--- config.mk ---
export PLATFORM = sky130hd
export DESIGN_NAME = pwaf_front
export DESIGN_NICKNAME = d
export VERILOG_FILES = /design/src/pwaf_pkg.sv /design/src/pwaf_front.sv
export SDC_FILE = /design/constraint.sdc
export NUM_CORES = 2
export LEC_CHECK = 0
export ABC_CLOCK_PERIOD_IN_PS = 10000
export BUFFER_PORTS_ARGS = -buffer_cell sky130_fd_sc_hd__buf_2
export CAP_MARGIN = 20
export CORE_ASPECT_RATIO = 1.5
export CORE_UTILIZATION = 55
export DETAILED_ROUTE_END_ITERATION = 16
export GPL_ROUTABILITY_DRIVEN = 0
export PLACE_DENSITY = 0.72
export SYNTH_ARGS = -nofsm -noshare
export SYNTH_HDL_FRONTEND = slang
export SYNTH_SLANG_ARGS = --single-unit
export TNS_END_PERCENT = 30
--- constraint.sdc ---
create_clock -name clk -period 10 [get_ports clk]
set_input_delay 0.5 -clock clk [delete_from_list [all_inputs] [get_ports clk]]
set_output_delay 0.5 -clock clk [all_outputs]
set_load 0.01 [all_outputs]
--- src/pwaf_pkg.sv ---
`timescale 1ns / 1ps

package pwaf_pkg;

    localparam int HISTORY_DAYS_DEF = 30;
    localparam int ZONE_COUNT_DEF   = 16;

    localparam int SAMPLE_W   = 16;
    localparam int SCALE_W    = 46;
    localparam int SCALE_LO_W = 23;
    localparam int MUL_W      = 32;
    localparam int PROD_W     = 64;
    localparam int FC_W       = 17;
    localparam int CFG_IDX_W  = 2;
    localparam int CFG_DATA_W = 16;
    localparam int QUEUE_DEPTH = 2;

    localparam logic [CFG_IDX_W-1:0] REG_PM25_LIMIT = 2'd0;
    localparam logic [CFG_IDX_W-1:0] REG_NO2_LIMIT  = 2'd1;
    localparam logic [CFG_IDX_W-1:0] REG_SO2_LIMIT  = 2'd2;
    localparam logic [CFG_IDX_W-1:0] REG_CO2_LIMIT  = 2'd3;

    localparam logic [12:0] PM25_LIMIT_RST = 13'd150;
    localparam logic [12:0] NO2_LIMIT_RST  = 13'd250;
    localparam logic [12:0] SO2_LIMIT_RST  = 13'd400;
    localparam logic [15:0] CO2_LIMIT_RST  = 16'd10000;

    localparam logic [15:0] Q_ONE  = 16'd32768;
    localparam logic [15:0] T_COLD = 16'd39321;
    localparam logic [15:0] T_WARM = 16'd29491;
    localparam logic signed [10:0] TEMP_COLD_EDGE = 11'sd100;
    localparam logic signed [10:0] TEMP_WARM_EDGE = 11'sd200;
    localparam logic [10:0] WIND_CLAMP = 11'd1000;
    localparam logic [9:0]  HUM_CLAMP  = 10'd1000;
    localparam logic [22:0] WIND_NUM   = 23'd6144;
    localparam logic [22:0] HUM_NUM    = 23'd3072;
    // Exact reciprocal of 625 for numerators below 2^23.
    localparam logic [31:0] RECIP_625   = 32'd13743896;
    localparam int          RECIP_SHIFT = 33;

    localparam logic [FC_W-1:0] FC_MAX_SMALL = 17'h01FFF;
    localparam logic [FC_W-1:0] FC_MAX_CO2   = 17'h1FFFF;

    typedef struct packed {
        logic [12:0] pm25_limit;
        logic [12:0] no2_limit;
        logic [12:0] so2_limit;
        logic [15:0] co2_high_limit;
    } cfg_t;

    typedef struct packed {
        logic [1:0]                   level;
        logic [3:0]                   zone;
        logic [3:0][SAMPLE_W-1:0]     sample;
        logic [SCALE_W-1:0]           scale;
    } item_t;

    typedef struct packed {
        logic full;
        logic empty;
    } queue_status_t;

    typedef enum logic [2:0] {
        F_IDLE, F_WIND, F_HUM, F_MIX, F_TEMP, F_PUSH
    } front_state_t;

    typedef enum logic [2:0] {
        B_IDLE, B_READ, B_UPD, B_DIV, B_LO, B_HI, B_FIN, B_OUT
    } back_state_t;

    function automatic logic [1:0] level_of(input logic [15:0] v, input logic [15:0] lim);
        logic [17:0] v2;
        logic [17:0] l3;
        logic [17:0] l2;
        logic [1:0]  lvl;
        v2 = {1'b0, v, 1'b0};
        l2 = {1'b0, lim, 1'b0};
        l3 = l2 + 18'(lim);
        if (lim == 16'd0 || v <= lim)
            lvl = 2'd0;
        else if (v2 <= l3)
            lvl = 2'd1;
        else if (18'(v) <= l2)
            lvl = 2'd2;
        else
            lvl = 2'd3;
        return lvl;
    endfunction

endpackage

--- src/pwaf_front.sv ---
`timescale 1ns / 1ps

module pwaf_front (
    input  logic                    clk,
    input  logic                    rst_n,
    input  pwaf_pkg::cfg_t          cfg,
    input  logic                    in_valid,
    output logic                    in_ready,
    input  logic [3:0]              zone,
    input  logic [12:0]             pm25_sample,
    input  logic [12:0]             no2_sample,
    input  logic [12:0]             so2_sample,
    input  logic [15:0]             co2_sample,
    input  logic signed [10:0]      air_temperature,
    input  logic [10:0]             wind_speed,
    input  logic [9:0]              relative_humidity,
    input  pwaf_pkg::queue_status_t q_status,
    output logic                    push,
    output pwaf_pkg::item_t         push_item
);
    import pwaf_pkg::*;

    front_state_t        state_reg, state_next;
    item_t               item_reg;
    logic signed [10:0]  temp_reg;
    logic [9:0]          wind_reg;
    logic [9:0]          hum_reg;
    logic [15:0]         fw_reg;
    logic [PROD_W-1:0]   prod_reg;
    logic                mul_en;
    logic [MUL_W-1:0]    mul_a, mul_b;
    logic [15:0]         fh;
    logic [15:0]         ft;
    logic [1:0]          lvl_pm, lvl_no, lvl_so, lvl_max, lvl_in;

    always_comb
    begin
        lvl_pm  = level_of(16'(pm25_sample), 16'(cfg.pm25_limit));
        lvl_no  = level_of(16'(no2_sample), 16'(cfg.no2_limit));
        lvl_so  = level_of(16'(so2_sample), 16'(cfg.so2_limit));
        lvl_max = (lvl_pm > lvl_no) ? lvl_pm : lvl_no;
        lvl_max = (lvl_so > lvl_max) ? lvl_so : lvl_max;
        lvl_in  = (co2_sample > cfg.co2_high_limit && lvl_max == 2'd0) ? 2'd1 : lvl_max;
    end

    always_comb
    begin
        fh = Q_ONE + 16'(prod_reg >> RECIP_SHIFT);
        if (temp_reg < TEMP_COLD_EDGE)
            ft = T_COLD;
        else if (temp_reg > TEMP_WARM_EDGE)
            ft = T_WARM;
        else
            ft = Q_ONE;
    end

    always_comb
    begin
        state_next = state_reg;
        case (state_reg)
            F_IDLE: if (in_valid) state_next = F_WIND;
            F_WIND: state_next = F_HUM;
            F_HUM:  state_next = F_MIX;
            F_MIX:  state_next = F_TEMP;
            F_TEMP: state_next = F_PUSH;
            F_PUSH: if (!q_status.full) state_next = F_IDLE;
            default: state_next = F_IDLE;
        endcase
    end

    always_comb
    begin
        in_ready = 1'b0;
        push     = 1'b0;
        mul_en   = 1'b0;
        mul_a    = '0;
        mul_b    = '0;
        case (state_reg)
            F_IDLE: in_ready = 1'b1;
            F_WIND:
            begin
                mul_en = 1'b1;
                mul_a  = 32'(23'(wind_reg) * WIND_NUM);
                mul_b  = RECIP_625;
            end
            F_HUM:
            begin
                mul_en = 1'b1;
                mul_a  = 32'(23'(hum_reg) * HUM_NUM);
                mul_b  = RECIP_625;
            end
            F_MIX:
            begin
                mul_en = 1'b1;
                mul_a  = 32'(fw_reg);
                mul_b  = 32'(fh);
            end
            F_TEMP:
            begin
                mul_en = 1'b1;
                mul_a  = prod_reg[MUL_W-1:0];
                mul_b  = 32'(ft);
            end
            F_PUSH: push = !q_status.full;
            default: ;
        endcase
    end

    always_comb
    begin
        push_item       = item_reg;
        push_item.scale = prod_reg[SCALE_W-1:0];
    end

    always_ff @(posedge clk or negedge rst_n)
    begin
        if (!rst_n)
            state_reg <= F_IDLE;
        else
            state_reg <= state_next;
    end

    always_ff @(posedge clk)
    begin
        if (in_ready && in_valid)
        begin
            item_reg.level     <= lvl_in;
            item_reg.zone      <= zone;
            item_reg.sample[0] <= 16'(pm25_sample);
            item_reg.sample[1] <= 16'(no2_sample);
            item_reg.sample[2] <= 16'(so2_sample);
            item_reg.sample[3] <= co2_sample;
            item_reg.scale     <= '0;
            temp_reg           <= air_temperature;
            wind_reg           <= (wind_speed > WIND_CLAMP) ? 10'(WIND_CLAMP) : wind_speed[9:0];
            hum_reg            <= (relative_humidity > HUM_CLAMP) ? HUM_CLAMP : relative_humidity;
        end
        if (state_reg == F_HUM)
            fw_reg <= Q_ONE - 16'(prod_reg >> RECIP_SHIFT);
        if (mul_en)
            prod_reg <= 64'(mul_a) * 64'(mul_b);
    end

endmodule

==> flow_summary_export.csv <==
group,metric,value,unit
logic_synthesis,synthMuxAreaShare,0.0003095,
logic_synthesis,synth_fa_ha_area_frac,0.4981,
logic_synthesis,synth-simple-area-share,0.1116,
clocking,post_cts_buffers,0,
sta,setup_tns,0,ns
logic_synthesis,synth_compound_area_frac,0.08782,
sta,period_share,0.9559,
hold_path,hp-class,"in -> reg",
clocking,tritoncts_num_sinks,160,
clocking,cts_buffers,17,
logic_synthesis,ys_warn_count,0,
setup_path,cp-start-kind,"flop",
logic_synthesis,synth-main-ff-cell,"edfxtp_1",
floorplanning,num_rows,108,
floorplanning,die_w,200.0,um
logic_synthesis,synth_top_area_share,0.3275,
logic_synthesis,synth_top_family_by_area,"adder cells",
setup_path,worstPathRequired,10.20,ns
placed_design,dp_hpwl,76490,um
route,routed.top_layer,"met4",
route,drc,0,
route,wl_met2,46420,um
grt,grt_pass1_wl,140400,um
logic_synthesis,syn_area,0.03234,sq mm
setup_path,cp.arrival,9.76,ns
logic_synthesis,synthTopCellsByArea,"fa_1 (33%), ha_1 (17%), edfxtp_1 (15%)",
grt,grt_pass1_vias,26970,
floorplanning,initial_core_util,0.5579,
logic_synthesis,synthesis.instances,3510,
setup_path,critPathCaptureType,"flop",
route,dr.pass1.iters,5,
cells_and_area,largest_reg_flops,61,
sta,fin_crit,9.559,ns
route,wl_per_cell,19.34,um
route,via_count,25160,
route,wl_met3,5688,um
route,drt_iter0_markers,1436,
sta,fin_skew,0.01317,ns
floorplanning,io_pins,269,
logic_synthesis,yosysSeqAreaShare,0.1481,
floorplanning,die_h,299.0,um
route,viasPerCell,5.454,
setup_path,critPathKind,"reg -> reg",
logic_synthesis,ys_types,70,
flow_run,maxCapViolCount,0,
clocking,cts_buffer_depth,2,
logic_synthesis,ys_seq_elements,160,
clocking,cts_max_level,4,
clocking,cts.root.buffer_cell,"clkbuf_16",
setup_path,cp_slowest_cell,"fa_1",
cells_and_area,mostFrequentLayoutCells,"inv_1 (889), fa_1 (529), ha_1 (441)",
sta,worst_pin_slew,1.078,ns
setup_path,timing.critical_path.mode_cell,"fa_1",
sta,hold_viol_final,0,
grt,grt-ovfl-total,0,
cells_and_area,fin_nets,4950,
cells_and_area,fin_area,0.03552,sq mm
route,routed_wl,89200,um
placed_design,place_area,0.03493,sq mm
sta,setup_viol,0,
sta,maxSlewViolCount,0,
setup_path,crit_fanout,5,
sta,whs,0.2138,ns
sta,rsz0062_at_grt,"false",
route,ant_nets,0,
cells_and_area,layout-area-overhead-vs-synth,9.830,%
floorplanning,die_area,0.05980,sq mm
logic_synthesis,synth_edf_count,157,
clocking,clock_latency,0.46,ns
logic_synthesis,yosysTopAreaCell,"fa_1",
cells_and_area,layout_commonest_cell,"inv_1",
placed_design,numPortBuffers,258,
logic_synthesis,synthArstFlopShare,0.01875,
logic_synthesis,synth_area_per_cell,9.214,sq um
setup_path,max_stage_delay,0.59,ns
cells_and_area,final_util,0.6127,
logic_synthesis,synth-xor-area-share,0.02789,
floorplanning,core-area,0.05797,sq mm
sta,timing.fmax,0.1046,GHz
grt,grt_max_degree,68,
sta,max_slew_margin,0.2815,
clocking,path_clk_slew,0.07,ns
clocking,cts_tree,"built",
route,wl_met1,30060,um
run_status,status,"finished clean",
grt,grt_usage,0.3152,
cells_and_area,final_layout_size_suffix_gt1_frac,0.1075,
grt,antenna_found_initial,1,
repair_timing:
action / 4_1_cts / 5_1_grt
hold buffers: 1 / 0
endpoints found under the setup margin: 0 / 1
hold endpoints to repair: 3 / 0
resized for setup: 0 / 1
layer usage:
layer / GRT usage / vias up
met4: 0.2130 / 0
met3: 0.04706 / 303
li1: - / 11510
met1: 0.3369 / 12380
met2: 0.5661 / 967
met5: 0 / -
cell families after synthesis:
| kind of cell | Yosys count |
|---|---|
| adders and majority gates | 970 |
| DFF | 160 |
| AOI/OAI and AO/OA | 431 |
| and+or+nand+nor | 814 |
| other | 2 |
| buffers and inverters | 1029 |
| xor gates and xnor gates | 103 |
| muxes | 1 |
metrics by stage:
stage          setup WS, ns  cells
5_1_grt             0.07660   4612
2_1_floorplan         1.376   3617
3_3_place_gp         0.4909   4579
4_1_cts              0.4096   4612
6_report             0.4409   4613
3_5_place_dp         0.4559   4579
path summary, 6_finish.rpt:
check | start | to | slack, ns | depth (start not counted)
min in group asynchronous | rst_n | state_reg[0] | 0.41 | 2
hold reg to reg | prod_reg[33] | fw_reg[0] | 0.64 | 0
setup / recovery | wind_reg[2] | prod_reg[48] | 0.44 | 31
setup reg to reg | wind_reg[2] | prod_reg[48] | 0.44 | 31
hold / removal | air_temperature[10] | temp_reg[10] | 0.21 | 1
max in group asynchronous | rst_n | state_reg[2] | 9.48 | 2
worst max-delay path, delay by kind of cell, from the launching register on:
kind / cells / cell delay, ns
xor gates and xnor gates: 1 / 0.09
AOI/OAI and AO/OA: 14 / 3.58
DFF: 1 / 0.43
buffers and inverters: 4 / 0.29
adders and majority gates: 9 / 4.25
and+or+nand+nor: 2 / 0.41
muxes: 1 / 0.23
Yosys cell counts (16+ instances only):
cell type    n
ha_1       441
xor2_1      47
o21a_1      19
nand2b_1    26
buf_4       55
xnor2_1     56
o21ai_0     73
fa_1       529
a21o_1      53
nand3_1     68
nor2b_1     29
clkbuf_1    74
or2_2       27
edfxtp_1   157
nand2_1    192
nor3_1      27
and2_1      16
inv_1      889
nand4_1     26
nor2_1     364
a21oi_1    129
area by class of cell:
class / count / area [sq um]
clock buffer: 18 / 429.2
tap: 770 / 963.4
inverter: 889 / 3337
antenna: 1 / 2.502
fill: 5064 / 22450
timing repair buffer: 333 / 1882
sequential: 160 / 4790
clock inverter: 14 / 146.4
multi-input combinational: 2428 / 23970
Power is not shown: default switching activity piles up to over one toggle a cycle in this logic, so the estimate is an artifact.
