File: src/pwaf_pkg.sv
`timescale 1ns / 1ps

package pwaf_pkg;

    localparam int HISTORY_DAYS_DEF = 30;
    localparam int ZONE_COUNT_DEF   = 16;

    localparam int SAMPLE_W   = 16;
    localparam int SCALE_W    = 46;
    localparam int SCALE_LO_W = 23;
    localparam int MUL_W      = 32;
    localparam int PROD_W     = 64;
    localparam int FC_W       = 17;
    localparam int CFG_IDX_W  = 2;
    localparam int CFG_DATA_W = 16;
    localparam int QUEUE_DEPTH = 2;

    localparam logic [CFG_IDX_W-1:0] REG_PM25_LIMIT = 2'd0;
    localparam logic [CFG_IDX_W-1:0] REG_NO2_LIMIT  = 2'd1;
    localparam logic [CFG_IDX_W-1:0] REG_SO2_LIMIT  = 2'd2;
    localparam logic [CFG_IDX_W-1:0] REG_CO2_LIMIT  = 2'd3;

    localparam logic [12:0] PM25_LIMIT_RST = 13'd150;
    localparam logic [12:0] NO2_LIMIT_RST  = 13'd250;
    localparam logic [12:0] SO2_LIMIT_RST  = 13'd400;
    localparam logic [15:0] CO2_LIMIT_RST  = 16'd10000;

    localparam logic [15:0] Q_ONE  = 16'd32768;
    localparam logic [15:0] T_COLD = 16'd39321;
    localparam logic [15:0] T_WARM = 16'd29491;
    localparam logic signed [10:0] TEMP_COLD_EDGE = 11'sd100;
    localparam logic signed [10:0] TEMP_WARM_EDGE = 11'sd200;
    localparam logic [10:0] WIND_CLAMP = 11'd1000;
    localparam logic [9:0]  HUM_CLAMP  = 10'd1000;
    localparam logic [22:0] WIND_NUM   = 23'd6144;
    localparam logic [22:0] HUM_NUM    = 23'd3072;
    // Exact reciprocal of 625 for numerators below 2^23.
    localparam logic [31:0] RECIP_625   = 32'd13743896;
    localparam int          RECIP_SHIFT = 33;

    localparam logic [FC_W-1:0] FC_MAX_SMALL = 17'h01FFF;
    localparam logic [FC_W-1:0] FC_MAX_CO2   = 17'h1FFFF;

    typedef struct packed {
        logic [12:0] pm25_limit;
        logic [12:0] no2_limit;
        logic [12:0] so2_limit;
        logic [15:0] co2_high_limit;
    } cfg_t;

    typedef struct packed {
        logic [1:0]                   level;
        logic [3:0]                   zone;
        logic [3:0][SAMPLE_W-1:0]     sample;
        logic [SCALE_W-1:0]           scale;
    } item_t;

    typedef struct packed {
        logic full;
        logic empty;
    } queue_status_t;

    typedef enum logic [2:0] {
        F_IDLE, F_WIND, F_HUM, F_MIX, F_TEMP, F_PUSH
    } front_state_t;

    typedef enum logic [2:0] {
        B_IDLE, B_READ, B_UPD, B_DIV, B_LO, B_HI, B_FIN, B_OUT
    } back_state_t;

    function automatic logic [1:0] level_of(input logic [15:0] v, input logic [15:0] lim);
        logic [17:0] v2;
        logic [17:0] l3;
        logic [17:0] l2;
        logic [1:0]  lvl;
        v2 = {1'b0, v, 1'b0};
        l2 = {1'b0, lim, 1'b0};
        l3 = l2 + 18'(lim);
        if (lim == 16'd0 || v <= lim)
            lvl = 2'd0;
        else if (v2 <= l3)
            lvl = 2'd1;
        else if (18'(v) <= l2)
            lvl = 2'd2;
        else
            lvl = 2'd3;
        return lvl;
    endfunction

endpackage

File: src/pwaf_queue.sv
`timescale 1ns / 1ps

module pwaf_queue (
    input  logic                    clk,
    input  logic                    rst_n,
    input  logic                    push,
    input  pwaf_pkg::item_t         push_item,
    input  logic                    pop,
    output pwaf_pkg::item_t         head_item,
    output pwaf_pkg::queue_status_t status
);
    import pwaf_pkg::*;

    localparam int PW = (QUEUE_DEPTH > 1) ? $clog2(QUEUE_DEPTH) : 1;
    localparam int CW = $clog2(QUEUE_DEPTH + 1);

    item_t           entry_reg [QUEUE_DEPTH];
    logic [PW-1:0]   wr_ptr_reg, rd_ptr_reg;
    logic [CW-1:0]   count_reg;

    assign head_item    = entry_reg[rd_ptr_reg];
    assign status.full  = (count_reg == CW'(QUEUE_DEPTH));
    assign status.empty = (count_reg == '0);

    always_ff @(posedge clk or negedge rst_n)
    begin
        if (!rst_n)
        begin
            wr_ptr_reg <= '0;
            rd_ptr_reg <= '0;
            count_reg  <= '0;
        end
        else
        begin
            if (push)
                wr_ptr_reg <= (wr_ptr_reg == PW'(QUEUE_DEPTH - 1)) ? '0 : wr_ptr_reg + 1'b1;
            if (pop)
                rd_ptr_reg <= (rd_ptr_reg == PW'(QUEUE_DEPTH - 1)) ? '0 : rd_ptr_reg + 1'b1;
            if (push && !pop)
                count_reg <= count_reg + 1'b1;
            else if (pop && !push)
                count_reg <= count_reg - 1'b1;
        end
    end

    always_ff @(posedge clk)
    begin
        if (push)
            entry_reg[wr_ptr_reg] <= push_item;
    end

endmodule

File: config.mk
export PLATFORM = sky130hd
export DESIGN_NAME = pwaf_queue
export DESIGN_NICKNAME = d
export VERILOG_FILES = /design/src/pwaf_pkg.sv /design/src/pwaf_queue.sv
export SDC_FILE = /design/constraint.sdc
export NUM_CORES = 1
export LEC_CHECK = 0
export BUFFER_PORTS_ARGS = -buffer_cell sky130_fd_sc_hd__buf_2
export CAP_MARGIN = 25
export CORE_MARGIN = 5
export CORE_UTILIZATION = 50
export DETAILED_ROUTE_END_ITERATION = 10
export PLACE_DENSITY = 0.78
export SYNTH_ARGS = -nofsm -noshare
export SYNTH_HDL_FRONTEND = slang
export SYNTH_SLANG_ARGS = --single-unit
export TNS_END_PERCENT = 1
File: constraint.sdc
create_clock -name clk -period 16.5 [get_ports clk]
set_input_delay 0.825 -clock clk [delete_from_list [all_inputs] [get_ports clk]]
set_output_delay 0.825 -clock clk [all_outputs]
set_load 0.1 [all_outputs]
==> results of run 1 <==
## per-stage QoR
step	setup WS, ps	cells	hold WS (ps)	instance area, um^2
after global placement	13110	830	475	10100
after detailed placement	13050	830	499	10100
final	12630	870	137	10800
after global routing	12410	869	110	10800
after floorplan	10030	377	455	8670
after CTS	12510	869	117	10800
## cell families after synthesis
| family | count (synthesis) | share of synthesized area [%] |
|---|---|---|
| XOR/XNOR | 5 | 0.505 |
| adder cells (fa/ha/maj) | 1 | 0.144 |
| flip-flops | 236 | 81.5 |
| buffers and inverters | 14 | 1.15 |
| AND/OR/NAND/NOR | 5 | 0.303 |
| multiplexers | 116 | 16.4 |
## cell usage after synthesis (2+ instances only)
master,count,area [um^2]
dfrtp_1,4,100
mux2_4,30,450
nor2b_1,2,12.5
xor2_1,4,35.0
buf_6,5,56.3
buf_2,8,40.0
nor2_1,2,7.51
edfxtp_1,232,6970
mux2_2,86,968
## layer usage
metal | wire (um) | global-route usage, %
met5 | 38 | 0
met4 | 406 | 5.05
met3 | 1500 | 5.46
met2 | 8320 | 27.5
met1 | 6050 | 19.1
## layout make-up
type	instances	share of cell area [%]
sequential	236	65.3
multi-input combinational	127	14.0
timing repair buffer	241	11.2
clock buffer	30	5.56
tap	225	2.60
clock inverter	9	1.29
inverter	1	0.0347
antenna	1	0.0231
## worst min-delay path by stage
stage                             from      endpoint  cells after the start  slack, ps
final                            rst_n    wr_ptr_reg                      1        140
after global routing             rst_n    wr_ptr_reg                      1        110
after CTS                        rst_n    wr_ptr_reg                      1        120
after detailed placement  count_reg[1]  count_reg[1]                      1        500
after global placement    count_reg[1]  count_reg[1]                      1        470
after floorplan             wr_ptr_reg    wr_ptr_reg                      1        460
## worst register-to-register path, cell delays in order, from the launching register on
cell and delay, ps:
dfrtp_1 430, nor2b_4 120, buf_4 590, buf_4 760
==> flow_summary_export.csv, run 1 <==
group,metric,value,unit
final_layout,syn_to_final_growth,24.9,%
global_route,grt_pass1_wl,25300,um
global_route,grt.total_usage,16.0,%
final_layout,multi_input_area,0.00151,mm^2
worst_setup_path,critPathBufInv,2,
synth,synthArstFlopShare,1.69,%
worst_setup_path,critPathKind,"reg2out",
synth,synth_ff_type,"edfxtp_1",
sta,hold_viol,0,
floorplan,io_pins,238,
worst_setup_path,cp-startpoint,"rd_ptr_reg",
clocking,post-cts-setup-buffers,0,
route,drt_pre_antenna_iters,4,
clocking,cts_buffer_depth,3,
clocking,numCtsBuffers,23,
worst_setup_path,arrival,3040,ps
synth,syn-num-nets,498,
floorplan,die_h,142,um
route,num_vias,4338,
synth,ys_warn_count,0,
route,wl_per_cell,18.8,um
final_layout,layout_commonest_cell,"buf_2",
global_route,grt_max_degree,71,
worst_setup_path,endpoint,"head_item[5]",
worst_setup_path,worst_setup_path_end_kind,"primary output",
worst_setup_path,regToRegSetupSlack,14160,ps
final_layout,final_layout_size_suffix_gt1_share,60.2,%
synth,netlist_instances,377,
final_layout,seq_area,0.00707,mm^2
clocking,clk_pin_slew,60,ps
global_route,grt_pass1_vias,4830,
flow_run,maxCapViolations,0,
synth,netlist_area,0.00867,mm^2
floorplan,die_w,142,um
worst_setup_path,r2r_start,"wr_ptr_reg",
final_layout,n_fill_cell,1262,
worst_setup_path,cp-start-kind,"flip-flop",
sta,worst_pin_slew,939,ps
global_route,overflow,0,
worst_setup_path,crit_chain,"buf_4, mux2_2, buf_2",
synth,synth_edf_count,232,
sta,rsz0062_at_grt,"false",
clocking,cts_resized,0,
global_route,grt_antenna_before_repair,4,
final_layout,largest_register_ff_count,232,
hold_path,hold_class,"in2async",
sta,clock.fmax,258,MHz
sta,fin_worst_skew,5.60,ps
final_layout,utilization,63.0,%
route,drc_errors,0,
route,viasPerCell,4.99,
sta,post-route-min-period,3870,ps
placed_design,dp_hpwl,11400,um
synth,yosysSeqAreaShare,81.5,%
synth,ys_types,13,
clocking,clock_latency,490,ps
worst_setup_path,r2r-end,"entry_reg[0][14]",
clocking,clock_sinks,236,
route,wl,16300,um
worst_setup_path,r2r_cells,3,
worst_setup_path,critPathRequiredTime,15670,ps
synth,syn_avg_cell_area,23.0,um^2
run_status,status,"finished clean",
sta,finalMaxSlewViolations,0,
route,ant_nets,0,
clocking,hold_buffers,0,
final_layout,layout_common_cells,"buf_2 (237), edfxtp_1 (232), mux2_2 (86)",
sta,setup-tns-final,0,ps
placed_design,gp_congestion,0.769,
worst_setup_path,crit_fanout,70,
floorplan,start_util,50.5,%
worst_setup_path,crit_family,"buffers and inverters",
clocking,cts_root_buf,"clkbuf_16",
synth,synth_seq_cells,236,
route,drt-initial-drc-count,212,
floorplan,coreArea,0.0172,mm^2
sta,period_share,23.5,%
worst_setup_path,cp_num_cells,3,
worst_setup_path,cpMaxStageDelayCell,"dfrtp_4",
final_layout,nets,751,
worst_setup_path,slowest_delay,910,ps
floorplan,num_rows,48,
placed_design,port_buffers,237,
floorplan,die_area,0.0201,mm^2
clocking,ctsHtreeMaxLevel,1,
sta,setup_violations,0,
clocking,cts_tree,"done",
sta,slew_headroom,37.4,%
Power of run 1 is not shown: default switching activity piles up to over one toggle a cycle in this logic, so the estimate is an artifact.
==> inputs of run 2 (changes only) <==
--- a/config.mk
+++ b/config.mk
@@ -5,12 +5,13 @@
 export SDC_FILE = /design/constraint.sdc
 export NUM_CORES = 1
 export LEC_CHECK = 0
+export ABC_AREA = 1
 export BUFFER_PORTS_ARGS = -buffer_cell sky130_fd_sc_hd__buf_2
 export CAP_MARGIN = 25
 export CORE_MARGIN = 5
-export CORE_UTILIZATION = 50
+export CORE_UTILIZATION = 47
 export DETAILED_ROUTE_END_ITERATION = 10
-export PLACE_DENSITY = 0.78
+export PLACE_DENSITY = 0.77
 export SYNTH_ARGS = -nofsm -noshare
 export SYNTH_HDL_FRONTEND = slang
 export SYNTH_SLANG_ARGS = --single-unit
==> constraint.sdc (replaced) <==
create_clock -name clk -period 3.2 [get_ports clk]
set_input_delay 0.16 -clock clk [delete_from_list [all_inputs] [get_ports clk]]
set_output_delay 0.16 -clock clk [all_outputs]
set_load 0.1 [all_outputs]
==> flow_summary_export.csv, run 2 <==
group,metric,value,unit
synth,yosys.area.top_type_share,80.2,%
synth,ys_types,14,
sta,setup_violations,0,
clocking,numCtsBuffers,25,
floorplan,num_rows,49,
synth,yosysSeqAreaShare,81.3,%
synth,synth-simple-area-share,0.475,%
worst_setup_path,worst_setup_path_end_kind,"primary output",
final_layout,n_fill_cell,1154,
synth,synth-adder-area-share,0.144,%
placed_design,gp_congestion,0.757,
sta,post-route-min-period,2470,ps
sta,slew_headroom,47.9,%
clocking,cts_root_buf,"clkbuf_16",
route,wl,19300,um
final_layout,syn_to_final_growth,39.3,%
flow_run,maxCapViolations,0,
clocking,ctsHtreeMaxLevel,1,
worst_setup_path,arrival,2310,ps
placed_design,dp_hpwl,11800,um
synth,synthArstFlopShare,1.69,%
sta,clock.fmax,404,MHz
route,met1_length,6780,um
final_layout,largest_register_ff_count,232,
final_layout,final_layout_size_suffix_gt1_share,50.3,%
clocking,cts_tree,"done",
synth,synth_mux_area_share,16.3,%
placed_design,port_buffers,237,
synth,yosysMostFrequentCell,"edfxtp_1",
hold_path,hold_class,"in2reg",
floorplan,die_w,146,um
clocking,hold_buffers,120,
route,num_vias,4969,
synth,synth.largest_area_cell,"edfxtp_1",
floorplan,die_area,0.0213,mm^2
sta,hold_viol,0,
final_layout,multi_input_area,0.00151,mm^2
worst_setup_path,crit_fanout,49,
synth,netlist_instances,386,
synth,syn_avg_cell_area,22.5,um^2
floorplan,die_h,146,um
global_route,grt_pass1_wl,29900,um
synth,synth_xor_area_share,0.302,%
route,viasPerCell,4.91,
global_route,grt_max_degree,59,
clocking,cts_buffer_depth,3,
global_route,overflow,0,
worst_setup_path,critPathRequiredTime,3040,ps
route,drt_pre_antenna_iters,6,
synth,synth_seq_cells,236,
global_route,grt_antenna_before_repair,0,
synth,synth_common_cells,"edfxtp_1 (232), mux2_2 (86), mux2_4 (30), buf_2 (8), inv_1 (7)",
final_layout,nets,885,
synth,yosys-top-cells-area,"edfxtp_1 (80%), mux2_2 (11%), mux2_4 (5.2%), dfrtp_1 (1.2%), buf_6 (0.65%)",
final_layout,antenna_cells,0,
clocking,post-cts-setup-buffers,0,
synth,synth_top_family_by_area,"multiplexers",
run_status,status,"finished clean",
global_route,grt_pass1_vias,5596,
route,drc_errors,0,
route,wl_per_cell,19.1,um
route,dr_wl_met2,10500,um
sta,fin_worst_skew,14.3,ps
synth,synth_compound_area_share,0,%
worst_setup_path,cp-start-kind,"flip-flop",
floorplan,coreArea,0.0181,mm^2
worst_setup_path,critPathKind,"reg2out",
final_layout,layout_common_cells,"buf_2 (237), edfxtp_1 (232), dlygate4sd3_1 (120)",
synth,syn-num-nets,507,
synth,netlist_area,0.00869,mm^2
floorplan,io_pins,238,
clocking,clock_latency,500,ps
sta,setup-tns-final,0,ps
synth,synth_ff_type,"edfxtp_1",
synth,ys_warn_count,0,
sta,worst_pin_slew,781,ps
clocking,cts_resized,0,
global_route,grt.total_usage,17.7,%
synth,synth_edf_count,232,
sta,finalMaxSlewViolations,0,
route,dr_wl_met3,1420,um
final_layout,layout_commonest_cell,"buf_2",
clocking,clock_sinks,236,
route,highest_layer,"met4",
sta,period_share,77.3,%
route,ant_nets,0,
sta,rsz0062_at_grt,"false",
floorplan,start_util,48.0,%
route,drt-initial-drc-count,228,
clocking,clk_pin_slew,60,ps
final_layout,seq_area,0.00707,mm^2
==> run 2: worst paths after layout <==
kind | start | to | slack, ps | depth (start not counted)
worst max-delay path | rd_ptr_reg | head_item[15] | 730 | 3
worst max register to register | wr_ptr_reg | entry_reg[1][8] | 1500 | 3
max in group asynchronous | rst_n | rd_ptr_reg | 2400 | 3
min in group asynchronous | rst_n | count_reg[1] | 570 | 3
worst min-delay path | push_item[21] | entry_reg[0][21] | 370 | 2
worst min register to register | count_reg[1] | count_reg[1] | 550 | 2
==> run 2: metrics by stage <==
stage	cells	utilization [%]	hold WS, ps	instance area [um^2]	setup WS [ps]
global placement	846	56.2	-25.6	10200	1290
CTS	1012	66.9	336	12100	727
floorplan	386	-	-136	8700	15.7
finish	1012	66.9	368	12100	728
detailed placement	846	56.2	-19.0	10200	1270
global route	1012	66.9	347	12100	642
==> run 2: critical path, cell delays in order (launching register included) <==
cell	delay [ps]
dfrtp_4	680
buf_12	340
mux2_2	400
buf_2	300
==> run 2: cell type report <==
cell class | instances | area share, %
multi-input cells | 130 | 12.4
clock buffers | 33 | 5.42
repair buffers | 364 | 20.4
well taps | 229 | 2.37
inverters | 7 | 0.238
flip-flops and latches | 236 | 58.4
clock inverters | 13 | 0.724
==> run 2: cell families after synthesis <==
logic type,count (synthesis)
xor+xnor,3
fa+ha+maj,1
buf+inv,20
flops,236
mux,116
simple gates,10
==> run 2: per-layer routing <==
layer | vias to the layer above | GRT usage (%)
li1 | 2280 | -
met3 | 51 | 4.73
met1 | 2421 | 19.7
met5 | - | 0
met2 | 217 | 32.9
met4 | 0 | 5.94
Power of run 2 is left out for the same reason.
==> inputs of run 3 (changes only) <==
--- a/config.mk
+++ b/config.mk
@@ -5,7 +5,7 @@
 export SDC_FILE = /design/constraint.sdc
 export NUM_CORES = 1
 export LEC_CHECK = 0
-export ABC_AREA = 1
+export ABC_AREA = 0
 export BUFFER_PORTS_ARGS = -buffer_cell sky130_fd_sc_hd__buf_2
 export CAP_MARGIN = 25
 export CORE_MARGIN = 5
==> constraint.sdc (replaced) <==
create_clock -name clk -period 2 [get_ports clk]
set_input_delay 0.1 -clock clk [delete_from_list [all_inputs] [get_ports clk]]
set_output_delay 0.1 -clock clk [all_outputs]
set_load 0.1 [all_outputs]
==> flow_summary_export.csv, run 3 (same netlist as run 1, synthesis figures left out) <==
group,metric,value,unit
sta,worst_pin_slew,504,ps
global_route,gr-max-usage-layer,"met2",
clocking,clock_sinks,236,
sta,hold_viol,0,
floorplan,die_w,146,um
hold_path,hold_class,"in2reg",
clocking,cts_tree,"done",
sta,slew_headroom,66.6,%
final_layout,layout_commonest_cell,"edfxtp_1",
run_status,violations,"setup timing",
sta,period_share,101,%
floorplan,coreArea,0.0181,mm^2
floorplan,io_pins,238,
worst_setup_path,r2r_cells,2,
floorplan,start_util,47.9,%
global_route,grt_antenna_before_repair,2,
final_layout,seq_area,0.00707,mm^2
clocking,numCtsBuffers,24,
sta,post-route-min-period,2020,ps
placed_design,gp_congestion,0.738,
final_layout,nets,885,
final_layout,syn_to_final_growth,52.8,%
final_layout,multi_input_area,0.00152,mm^2
sta,fin_ws,-17.8,ps
hold_path,min_to,"entry_reg[0][69]",
worst_setup_path,r2r_start,"wr_ptr_reg",
final_layout,layout_common_cells,"edfxtp_1 (232), buf_2 (121), dlygate4sd3_1 (120)",
sta,clock.fmax,496,MHz
route,wl,21400,um
clocking,ctsHtreeMaxLevel,1,
worst_setup_path,critPathRequiredTime,1900,ps
route,viasPerCell,4.96,
hold_path,hold_depth,2,
clocking,cts_buffer_depth,3,
route,ant_nets,0,
clocking,clk_pin_slew,60,ps
route,drt_pre_antenna_iters,4,
worst_setup_path,regToRegSetupSlack,480,ps
sta,finalMaxSlewViolations,0,
global_route,grt_pass1_wl,31300,um
sta,setup_violations,3,
placed_design,port_buffers,237,
global_route,overflow,0,
sta,fin_worst_skew,7.65,ps
sta,setup-tns-final,-48.8,ps
global_route,grt_use_met1,21.6,%
hold_path,hold_start,"push_item[69]",
final_layout,n_fill_cell,1005,
floorplan,num_rows,49,
run_status,status,"finished, violations left",
global_route,grt_use_met2,35.8,%
route,drc_errors,0,
floorplan,die_h,146,um
global_route,grt_pass1_vias,5548,
placed_design,dp_hpwl,11600,um
route,num_vias,5020,
sta,rsz0062_at_grt,"true",
floorplan,die_area,0.0213,mm^2
flow_run,maxCapViolations,0,
global_route,grt.total_usage,18.7,%
worst_setup_path,cp-start-kind,"flip-flop",
global_route,grt_use_met3,4.11,%
worst_setup_path,arrival,1920,ps
global_route,grt_max_degree,62,
worst_setup_path,r2r-end,"entry_reg[1][85]",
worst_setup_path,worst_setup_path_end_kind,"primary output",
clocking,cts_root_buf,"clkbuf_16",
clocking,clock_latency,500,ps
final_layout,final_layout_size_suffix_gt1_share,52.6,%
worst_setup_path,crit_fanout,24,
route,wl_per_cell,21.1,um
final_layout,largest_register_ff_count,232,
route,drt-initial-drc-count,257,
worst_setup_path,critPathKind,"reg2out",
[run 3: cell types whose count changed in the layout (fill, tap and decap cells not counted), sizes merged, moves of 2 or more]
cell    before  now
buf        244  252
bufinv       1    4
clkbuf      33   27
clkinv      10   12
diode        0    2
inv          8    1
nand2        5    0
nor2b        0    2
xor2         2    4
[run 3: layer usage]
layer	vias up	wire length, um	share of wire [%]
met1	2510	7600	36
li1	2282	-	-
met2	198	12000	56
met5	-	0	0
met3	30	1350	6.3
met4	0	410	1.9
[run 3: layout make-up]
| cell class | instances | area share (%) |
|---|---|---|
| tap | 229 | 2.16 |
| timing repair buffer | 374 | 26.8 |
| clock buffer | 26 | 4.75 |
| inverter | 1 | 0.0283 |
| clock inverter | 18 | 1.43 |
| sequential | 236 | 53.4 |
| antenna | 2 | 0.0378 |
| multi-input combinational | 127 | 11.4 |
[run 3: critical path, cell delays in order, from the launching register on]
cell,delay [ps]
dfrtp_4,570
buf_16,200
buf_8,150
mux2_4,310
buf_12,170
[run 3: worst max-delay path by stage]
stage | cells after the start | startpoint | end | slack (ps)
finish | 4 | rd_ptr_reg | head_item[72] | -20
global route | 4 | rd_ptr_reg | head_item[72] | -50
CTS | 4 | rd_ptr_reg | head_item[94] | -30
detailed placement | 4 | rd_ptr_reg | head_item[57] | 290
global placement | 3 | rd_ptr_reg | head_item[109] | 300
floorplan | 1 | wr_ptr_reg | entry_reg[0][0] | -570
[run 3: repair_timing]
action,in CTS,in global routing
setup buffers,5,0
gates resized for setup,154,29
endpoints found under the setup margin,101,99
endpoints found under the hold margin,239,0
hold buffers,120,0
gates cloned,2,0
[run 3: stage by stage]
| stage | area, um^2 | hold slack [ps] | instances | util, % | setup WS [ps] |
|---|---|---|---|---|---|
| floorplan | 8680 | -196 | 377 | - | -568 |
| global placement | 10600 | -94.9 | 841 | 58.5 | 299 |
| detailed placement | 10600 | -85.5 | 841 | 58.5 | 289 |
| CTS | 13200 | 296 | 1012 | 72.8 | -31.4 |
| global route | 13200 | 319 | 1013 | 73.2 | -53.5 |
| finish | 13200 | 324 | 1013 | 73.2 | -17.8 |
Power of run 3 is left out for the same reason.
